## config.mk

```make
export PLATFORM = sky130hd
export DESIGN_NAME = subtitle_coverage_yuv_blend
export DESIGN_NICKNAME = d
export VERILOG_FILES = /design/src/rtl/scyb_pkg.sv /design/src/rtl/scyb_color.sv /design/src/rtl/subtitle_coverage_yuv_blend.sv
export SDC_FILE = /design/constraint.sdc
export NUM_CORES = 2
export LEC_CHECK = 0
export BUFFER_PORTS_ARGS = -buffer_cell sky130_fd_sc_hd__buf_2
export CORE_MARGIN = 5
export CORE_UTILIZATION = 55
export CTS_CLUSTER_SIZE = 30
export DETAILED_ROUTE_END_ITERATION = 10
export PLACE_DENSITY = 0.78
export SYNTH_ARGS = -nofsm -noshare
export SYNTH_HDL_FRONTEND = slang
export SYNTH_SLANG_ARGS = --single-unit
export TNS_END_PERCENT = 30
```

## constraint.sdc

```tcl
create_clock -name clock -period 7.1 [get_ports clock]
set_input_delay 0.355 -clock clock [delete_from_list [all_inputs] [get_ports clock]]
set_output_delay 0.355 -clock clock [all_outputs]
set_load 0.01 [all_outputs]
```

## src/rtl/scyb_pkg.sv

```systemverilog
// Package with the shared types, colour weights and the divide-by-255 helper.
`default_nettype none

package scyb_pkg;

   localparam logic Opcode_Luma   = 1'b0;
   localparam logic Opcode_Chroma = 1'b1;

   localparam int SumWidth = 20;

   localparam logic signed [SumWidth-1:0] WeightYR = 20'sd263;
   localparam logic signed [SumWidth-1:0] WeightYG = 20'sd516;
   localparam logic signed [SumWidth-1:0] WeightYB = 20'sd100;
   localparam logic signed [SumWidth-1:0] WeightUR = 20'sd450;
   localparam logic signed [SumWidth-1:0] WeightUG = 20'sd376;
   localparam logic signed [SumWidth-1:0] WeightUB = 20'sd73;
   localparam logic signed [SumWidth-1:0] WeightVR = 20'sd152;
   localparam logic signed [SumWidth-1:0] WeightVG = 20'sd298;
   localparam logic signed [SumWidth-1:0] WeightVB = 20'sd450;

   localparam logic [7:0] OffsetLuma   = 8'd16;
   localparam logic [7:0] OffsetChroma = 8'd128;
   localparam logic [7:0] FullScale    = 8'd255;

   typedef struct packed {
      logic [7:0] y;
      logic [7:0] u;
      logic [7:0] v;
   } yuv_type;

   // Exact floor(x / 255) for x up to 255 * 255, by reciprocal and one correction.
   function automatic logic [7:0] div255(input logic [15:0] x);
      logic [23:0] scaled;
      logic [7:0]  quot;
      logic [15:0] back;
      logic [15:0] rem;
      scaled = {x, 8'b0} + {8'b0, x};
      quot   = scaled[23:16];
      back   = {quot, 8'b0} - {8'b0, quot};
      rem    = x - back;
      if (rem >= {8'b0, FullScale}) begin
         quot = quot + 8'd1;
      end
      return quot;
   endfunction

endpackage

`default_nettype wire

```

## src/rtl/scyb_color.sv

```systemverilog
// Two-stage conversion of an RGBA colour to 8-bit Y, U and V samples.
`default_nettype none

module scyb_color (
   input  wire logic              clock,
   input  wire logic [31:0]       color_rgba,
   output scyb_pkg::yuv_type      yuv
);
   import scyb_pkg::*;

   logic signed [SumWidth-1:0] red;
   logic signed [SumWidth-1:0] green;
   logic signed [SumWidth-1:0] blue;
   logic signed [SumWidth-1:0] sum_y_in, sum_y_ff;
   logic signed [SumWidth-1:0] sum_u_in, sum_u_ff;
   logic signed [SumWidth-1:0] sum_v_in, sum_v_ff;
   yuv_type                    yuv_in, yuv_ff;

   assign red   = {12'b0, color_rgba[31:24]};
   assign green = {12'b0, color_rgba[23:16]};
   assign blue  = {12'b0, color_rgba[15:8]};

   assign sum_y_in = WeightYR * red + WeightYG * green + WeightYB * blue;
   assign sum_u_in = WeightUR * red - WeightUG * green - WeightUB * blue;
   assign sum_v_in = WeightVB * blue - WeightVR * red - WeightVG * green;

   // The low byte of a floor shift by ten is bits 17 to 10 of the sum.
   always_comb begin
      yuv_in.y = sum_y_ff[17:10] + OffsetLuma;
      yuv_in.u = sum_u_ff[17:10] + OffsetChroma;
      yuv_in.v = sum_v_ff[17:10] + OffsetChroma;
   end

   always_ff @(posedge clock) begin
      sum_y_ff <= sum_y_in;
      sum_u_ff <= sum_u_in;
      sum_v_ff <= sum_v_in;
      yuv_ff   <= yuv_in;
   end

   assign yuv = yuv_ff;

endmodule

`default_nettype wire

```

## src/rtl/subtitle_coverage_yuv_blend.sv

```systemverilog
// Top level of the subtitle coverage blend onto YUV 4:2:0 samples.
// The block takes one request in every clock cycle and busy stays low. Each
// request gives its result on the rsp_ ports, marked by rsp_valid, after it
// has passed through the five register stages of the blend pipeline, and the
// receiver cannot hold results off.
`default_nettype none

module subtitle_coverage_yuv_blend (
   input  wire logic        clock,
   input  wire logic        reset,
   input  wire logic        start,
   output wire logic        busy,
   input  wire logic        req_opcode,
   input  wire logic [31:0] req_color_rgba,
   input  wire logic [7:0]  req_cover_a,
   input  wire logic [7:0]  req_cover_b,
   input  wire logic [7:0]  req_cover_c,
   input  wire logic [7:0]  req_cover_d,
   input  wire logic [7:0]  req_orig_luma,
   input  wire logic [7:0]  req_orig_cb,
   input  wire logic [7:0]  req_orig_cr,
   output wire logic        rsp_valid,
   output wire logic [7:0]  rsp_new_luma,
   output wire logic [7:0]  rsp_new_cb,
   output wire logic [7:0]  rsp_new_cr
);
   import scyb_pkg::*;

   logic        accept;
   logic [9:0]  cover_sum;
   yuv_type     yuv;

   logic        v1_in, v1_ff, v2_ff, v3_ff, v4_ff, v5_ff;
   logic        op1_ff, op2_ff, op3_ff, op4_ff;
   logic [7:0]  cov1_in, cov1_ff;
   logic [7:0]  opac1_ff;
   logic [7:0]  oy1_ff, ou1_ff, ov1_ff;
   logic [7:0]  oy2_ff, ou2_ff, ov2_ff;
   logic [7:0]  oy3_ff, ou3_ff, ov3_ff;
   logic [7:0]  oy4_ff, ou4_ff, ov4_ff;
   logic [15:0] prod2_in, prod2_ff;
   logic [7:0]  k3_ff;
   logic [7:0]  ca3_in, ca3_ff, oa3_in, oa3_ff;
   logic [7:0]  cb3_ff, ob3_ff;
   logic [15:0] sa4_in, sa4_ff, sb4_in, sb4_ff;
   logic [7:0]  qa5, qb5;
   logic [7:0]  luma5_in, luma5_ff, cb5_in, cb5_ff, cr5_in, cr5_ff;

   assign busy   = 1'b0;
   assign accept = start && !busy;
   assign v1_in  = accept;

   scyb_color u_color (
      .clock      (clock),
      .color_rgba (req_color_rgba),
      .yuv        (yuv)
   );

   assign cover_sum = {2'b0, req_cover_a} + {2'b0, req_cover_b}
                    + {2'b0, req_cover_c} + {2'b0, req_cover_d};
   assign cov1_in   = (req_opcode == Opcode_Chroma) ? cover_sum[9:2] : req_cover_a;

   assign prod2_in = {8'b0, cov1_ff} * {8'b0, opac1_ff};

   assign ca3_in = (op2_ff == Opcode_Chroma) ? yuv.u  : yuv.y;
   assign oa3_in = (op2_ff == Opcode_Chroma) ? ou2_ff : oy2_ff;

   assign sa4_in = {8'b0, k3_ff} * {8'b0, ca3_ff}
                 + {8'b0, FullScale - k3_ff} * {8'b0, oa3_ff};
   assign sb4_in = {8'b0, k3_ff} * {8'b0, cb3_ff}
                 + {8'b0, FullScale - k3_ff} * {8'b0, ob3_ff};

   assign qa5 = div255(sa4_ff);
   assign qb5 = div255(sb4_ff);

   always_comb begin
      if (op4_ff == Opcode_Chroma) begin
         luma5_in = oy4_ff;
         cb5_in   = qa5;
         cr5_in   = qb5;
      end else begin
         luma5_in = qa5;
         cb5_in   = ou4_ff;
         cr5_in   = ov4_ff;
      end
   end

   always_ff @(posedge clock) begin
      if (reset) begin
         v1_ff <= 1'b0;
         v2_ff <= 1'b0;
         v3_ff <= 1'b0;
         v4_ff <= 1'b0;
         v5_ff <= 1'b0;
      end else begin
         v1_ff <= v1_in;
         v2_ff <= v1_ff;
         v3_ff <= v2_ff;
         v4_ff <= v3_ff;
         v5_ff <= v4_ff;
      end
   end

   always_ff @(posedge clock) begin
      op1_ff   <= req_opcode;
      cov1_ff  <= cov1_in;
      opac1_ff <= FullScale - req_color_rgba[7:0];
      oy1_ff   <= req_orig_luma;
      ou1_ff   <= req_orig_cb;
      ov1_ff   <= req_orig_cr;

      op2_ff   <= op1_ff;
      prod2_ff <= prod2_in;
      oy2_ff   <= oy1_ff;
      ou2_ff   <= ou1_ff;
      ov2_ff   <= ov1_ff;

      op3_ff   <= op2_ff;
      k3_ff    <= div255(prod2_ff);
      ca3_ff   <= ca3_in;
      oa3_ff   <= oa3_in;
      cb3_ff   <= yuv.v;
      ob3_ff   <= ov2_ff;
      oy3_ff   <= oy2_ff;
      ou3_ff   <= ou2_ff;
      ov3_ff   <= ov2_ff;

      op4_ff   <= op3_ff;
      sa4_ff   <= sa4_in;
      sb4_ff   <= sb4_in;
      oy4_ff   <= oy3_ff;
      ou4_ff   <= ou3_ff;
      ov4_ff   <= ov3_ff;

      luma5_ff <= luma5_in;
      cb5_ff   <= cb5_in;
      cr5_ff   <= cr5_in;
   end

   assign rsp_valid    = v5_ff;
   assign rsp_new_luma = luma5_ff;
   assign rsp_new_cb   = cb5_ff;
   assign rsp_new_cr   = cr5_ff;

endmodule

`default_nettype wire

```

# == After elaboration in Yosys (flattened, before gate mapping) ==
# Index checks and enable logic that the tools add are counted.
# op_classes
addsub,28
n_lt_le_gt_ge,3
n_mul,14
n_mux,9
# ops
operator,n
8-bit by 8-bit multiplier with 16-bit output,5
24-bit by 16-bit adder with 24-bit output,3
8-bit 2-to-1 mux,9
8-bit by 8-bit multiplier with 16-bit output (first input constant),4
18-bit subtractor,3
16-bit by 8-bit greater-or-equal comparator with 1-bit output (second input constant),3
16-bit subtractor,3
16-bit by 8-bit subtractor with 16-bit output,3
16-bit adder,2
5-bit by 8-bit multiplier with 13-bit output (first input constant),2
8-bit by 1-bit adder with 8-bit output (second input constant),3
18-bit by 16-bit adder with 18-bit output,1
18-bit adder,1
18-bit by 16-bit subtractor with 18-bit output,1
9-bit by 8-bit multiplier with 17-bit output (first input constant),1
8-bit adder (second input constant),2
8-bit subtractor (first input constant),2
7-bit by 8-bit multiplier with 15-bit output (first input constant),1
6-bit by 8-bit multiplier with 14-bit output (first input constant),1
10-bit by 8-bit adder with 10-bit output,1
9-bit by 8-bit adder with 10-bit output,1
8-bit by 8-bit adder with 9-bit output,1
8-bit by 5-bit adder with 8-bit output (second input constant),1
# totals
reg_bits,303
input_bits,92
wordCells,93

# == Logic depth before layout (Yosys ltp) ==
# depth
depth_word,6
mapped_depth,25
ltp_nobuf,25

# == Hierarchy ==
# From an unflattened synthesis, not the netlist that was laid out.
# unflattened
hier_cells,3143
area_unflattened_um2,30081.4
# modules_own_cells
module,seq_area_each_um2,area_each_um2,cells_per_inst,instances
subtitle_coverage_yuv_blend,4504.3,20569.7,2141,1
scyb_color,960.9,9511.6,1002,1

# == Worst setup path after synthesis ==
# OpenSTA, ideal clock, no wires.
# synth_path
kind,register to register
start,reg k3_ff[4]
end,reg sa4_ff[15]
path_buffers,1
arrival_time_ns,5.363
stages_incl_launch_ff,20
period_less_slack_ns,5.435
t_required_ns,7.028
setup_time_ns,0.072
setup_slack_ns,1.665
cell_sequence,dfxtp_1 -> clkbuf_1 -> nand2_1 -> fa_1 -> fa_1 -> fa_1 -> inv_1 -> fa_1 -> fa_1 -> inv_1 -> fa_1 -> inv_1 -> ha_1 -> a21oi_1 -> o21bai_1 -> a211oi_1 -> o21ai_0 -> a31o_2 -> a21oi_1 -> xnor2_1
# synth_via
elab_chain_cells,3
# synth_lines
element,line_no,text
"start, declared",subtitle_coverage_yuv_blend.sv:42,logic [7:0] k3_ff;
"start signal, assigned",subtitle_coverage_yuv_blend.sv:119,k3_ff <= div255(prod2_ff);
8-bit subtractor,subtitle_coverage_yuv_blend.sv:69,"+ {8'b0, FullScale - k3_ff} * {8'b0, oa3_ff};"
8-bit by 8-bit multiplier with 16-bit output,subtitle_coverage_yuv_blend.sv:69,
16-bit adder (*),subtitle_coverage_yuv_blend.sv:69,
named net sa4_in[15],subtitle_coverage_yuv_blend.sv:45,"logic [15:0] sa4_in, sa4_ff, sb4_in, sb4_ff;"
"end signal, assigned",subtitle_coverage_yuv_blend.sv:129,sa4_ff <= sa4_in;
"end, declared",subtitle_coverage_yuv_blend.sv:45,
# The timed path passes the listed nets; every way through them passes the cells marked *.
# A chain may end at the register's enable or synchronous reset.

# == Worst setup path in the final report ==
# layout_path
start,reg k3_ff[2]
end,reg sa4_ff[15]
# Same word-level chain as after synthesis.

==> metrics.txt <==
outcome finished clean; CTS Root Cell clkbuf_16; Max Slew Vio Count 0; commonest non-fill, non-tap cell in the layout inv_1; largest area contributor in the netlist ha_1; slowest stage delay, CP 0.91 ns; Cell Area, Synth 29,700 um^2; CP Buf/Inv Count 5; drt wl/cell 15.2 um; first-pass GRT wire length 104,000 um; CORE AREA 53,700 um^2; mean post-synth cell area 9.55 um^2; Seq/Total Area, Yosys 18.4%; Max Clk Rate 161 MHz; #FFs+latches synth 273; slowest stage cell, crit path dfxtp_1; CP Class register to register; first-pass iteration count of the detailed router 5; RSZ-0062 raised after global routing no; Area Growth Syn to Fin 9.64%; Worst-Margin Slew 0.958 ns; vias in the first global route 21.9k; die area 58,800 um^2; Top cell by count, worst path fa_1; site row count 85; worst-path fanout max 25; CTS tree done; Clock Sinks 273; Residual DRC 0; remaining global-route overflow 0; port bufs 116; CTS buffer count 31; Mapped Cells 3,112; Most used DFF post-synth dfxtp_1; initial antenna violation count 2; Final Hold Fails 0; Nets 4,240; Initial Util 55.4%; io pins 118; placed inst area 31,100 um^2; DR iter-0 viols 987; Distinct cells, synth 67; drt total wl 60,600 um; Worst setup SP type register; fin area 32,600 um^2; Critical Path RT 7.58 ns; Final Skew 0.0289 ns; Vias per Instance 5.21; hold buffers post-CTS 34; chip height 243 um; largest cells by area after synthesis ha_1 23%, fa_1 22%, dfxtp_1 18%; FFs w/ async S/R, synth 0%; share of layout cells above drive strength 1 7.04%; Final Core Density 60.7%; GRT Overall Usage 20.8%; Worst Path Arrival 6.71 ns; max-slew headroom at the worst pin 36.1%; die width 243 um; Worst-path clk slew 0.07 ns; DR vias 20.8k; Tmin final 6.23 ns; delay-heaviest family, CP adder cells; crit-path cells buf_4 > nand2b_1 > fa_1 > fa_1 > inv_1 > fa_1 > fa_1 > fa_1 > inv_1 > fa_1 > inv_1 > ha_1 > inv_1 > o21bai_1 > a211oi_1 > o21ai_0 > a31o_2 > a21oi_1 > xnor2_1; EDFF count, synth 0; HP Class input port to register; GPL Wtd Cong 0.901; # setup viols final 0; htree depth 1; DRT antenna net count 0; Synth Warn # 0; clock tree buffer depth 3; post-CTS sizing 0; top-area cell type share of the netlist area 22.9%; worst skew pair latency 0.58 ns; # diodes 0; HPWL after DPL 49,400 um; commonest non-fill, non-tap cells in the layout 628 x inv_1, 545 x ha_1, 333 x fa_1; setup bufs post-CTS 0; Final Cycle Share 87.7%; max cap viols 0; setup TNS 0 ns; largest net degree at the start of global routing 27; Critical Path End Type register; final hold slack 0.0478 ns
synthesized netlist by cell type, types with 9 or more instances:
library cell  instances
a21boi_0              9
a21o_1               40
a21oi_1             138
and2_1              113
and3_1               20
clkbuf_1             34
dfxtp_1             273
fa_1                333
ha_1                545
inv_1               628
mux2_2               30
nand2_1             132
nand2b_1             62
nand3_1              21
nor2_1              108
nor2b_1             117
nor3_1               39
o211ai_1              9
o21a_1               30
o21ai_0              63
o21bai_1             40
xnor2_1             158
xor2_1               51
cells by family (layout without fill, tap and decap cells):
logic type / count (synthesis) / in the layout / synth area share, %
buffers and inverters: 664 / 844 / 8.40
adder cells (fa/ha/maj): 878 / 878 / 45.4
XOR/XNOR: 210 / 210 / 6.21
other: 1 / 3 / 0.0126
flip-flops: 273 / 273 / 18.4
AND/OR/NAND/NOR: 653 / 653 / 11.7
AO/OA/AOI/OAI: 397 / 397 / 8.61
multiplexers: 36 / 36 / 1.36
path summary, 6_finish.rpt:
| kind | from | cells after the start | slack (ns) | end |
|---|---|---|---|---|
| worst min-delay path | req_cover_a[5] | 2 | 0.05 | cov1_ff[5] |
| worst min register to register | ov2_ff[6] | 0 | 0.32 | ob3_ff[6] |
| worst max-delay path | k3_ff[2] | 19 | 0.87 | sa4_ff[15] |
| worst max register to register | k3_ff[2] | 19 | 0.87 | sa4_ff[15] |
cell type report:
type / instances / area [um^2]
multi-input cells: 2177 / 21800
fillers: 4412 / 21100
flip-flops and latches: 273 / 5470
inverters: 628 / 2360
repair buffers: 159 / 988
well taps: 696 / 871
clock buffers: 32 / 790
clock inverters: 25 / 349
stage by stage:
stage                     setup slack [ns]  instances
after floorplan                       1.66       3114
after global placement                1.03       3899
after detailed placement             0.925       3899
after CTS                            0.863       3990
after global routing                 0.436       3990
final                                0.870       3990
flip-flops by register name, indices dropped and copies added, names as in the netlist, 16 cells and up:
name	flops
sa4_ff	16
prod2_ff	16
u_color.yuv	24
sb4_ff	16
worst reg2reg max path, delay by kind of cell, from the launching register on:
family / cells / cell delay [ns]
adders and majority gates: 7 / 3.41
AOI/OAI and AO/OA: 5 / 1.03
DFF: 1 / 0.91
buffers and inverters: 5 / 0.52
xor gates and xnor gates: 1 / 0.15
and+or+nand+nor: 1 / 0.13
per-layer routing:
layer	global-route usage (%)	vias to the layer above	part of all wire, %	wire length, um
met5	0	-	0.012	7
met4	4.46	2	1.9	1150
met3	1.81	87	3.7	2260
met2	37.8	376	50	30100
met1	27.3	9994	45	27100
li1	-	10309	-	-
Power is not shown: default switching activity piles up to over one toggle a cycle in this logic, so the estimate is an artifact.
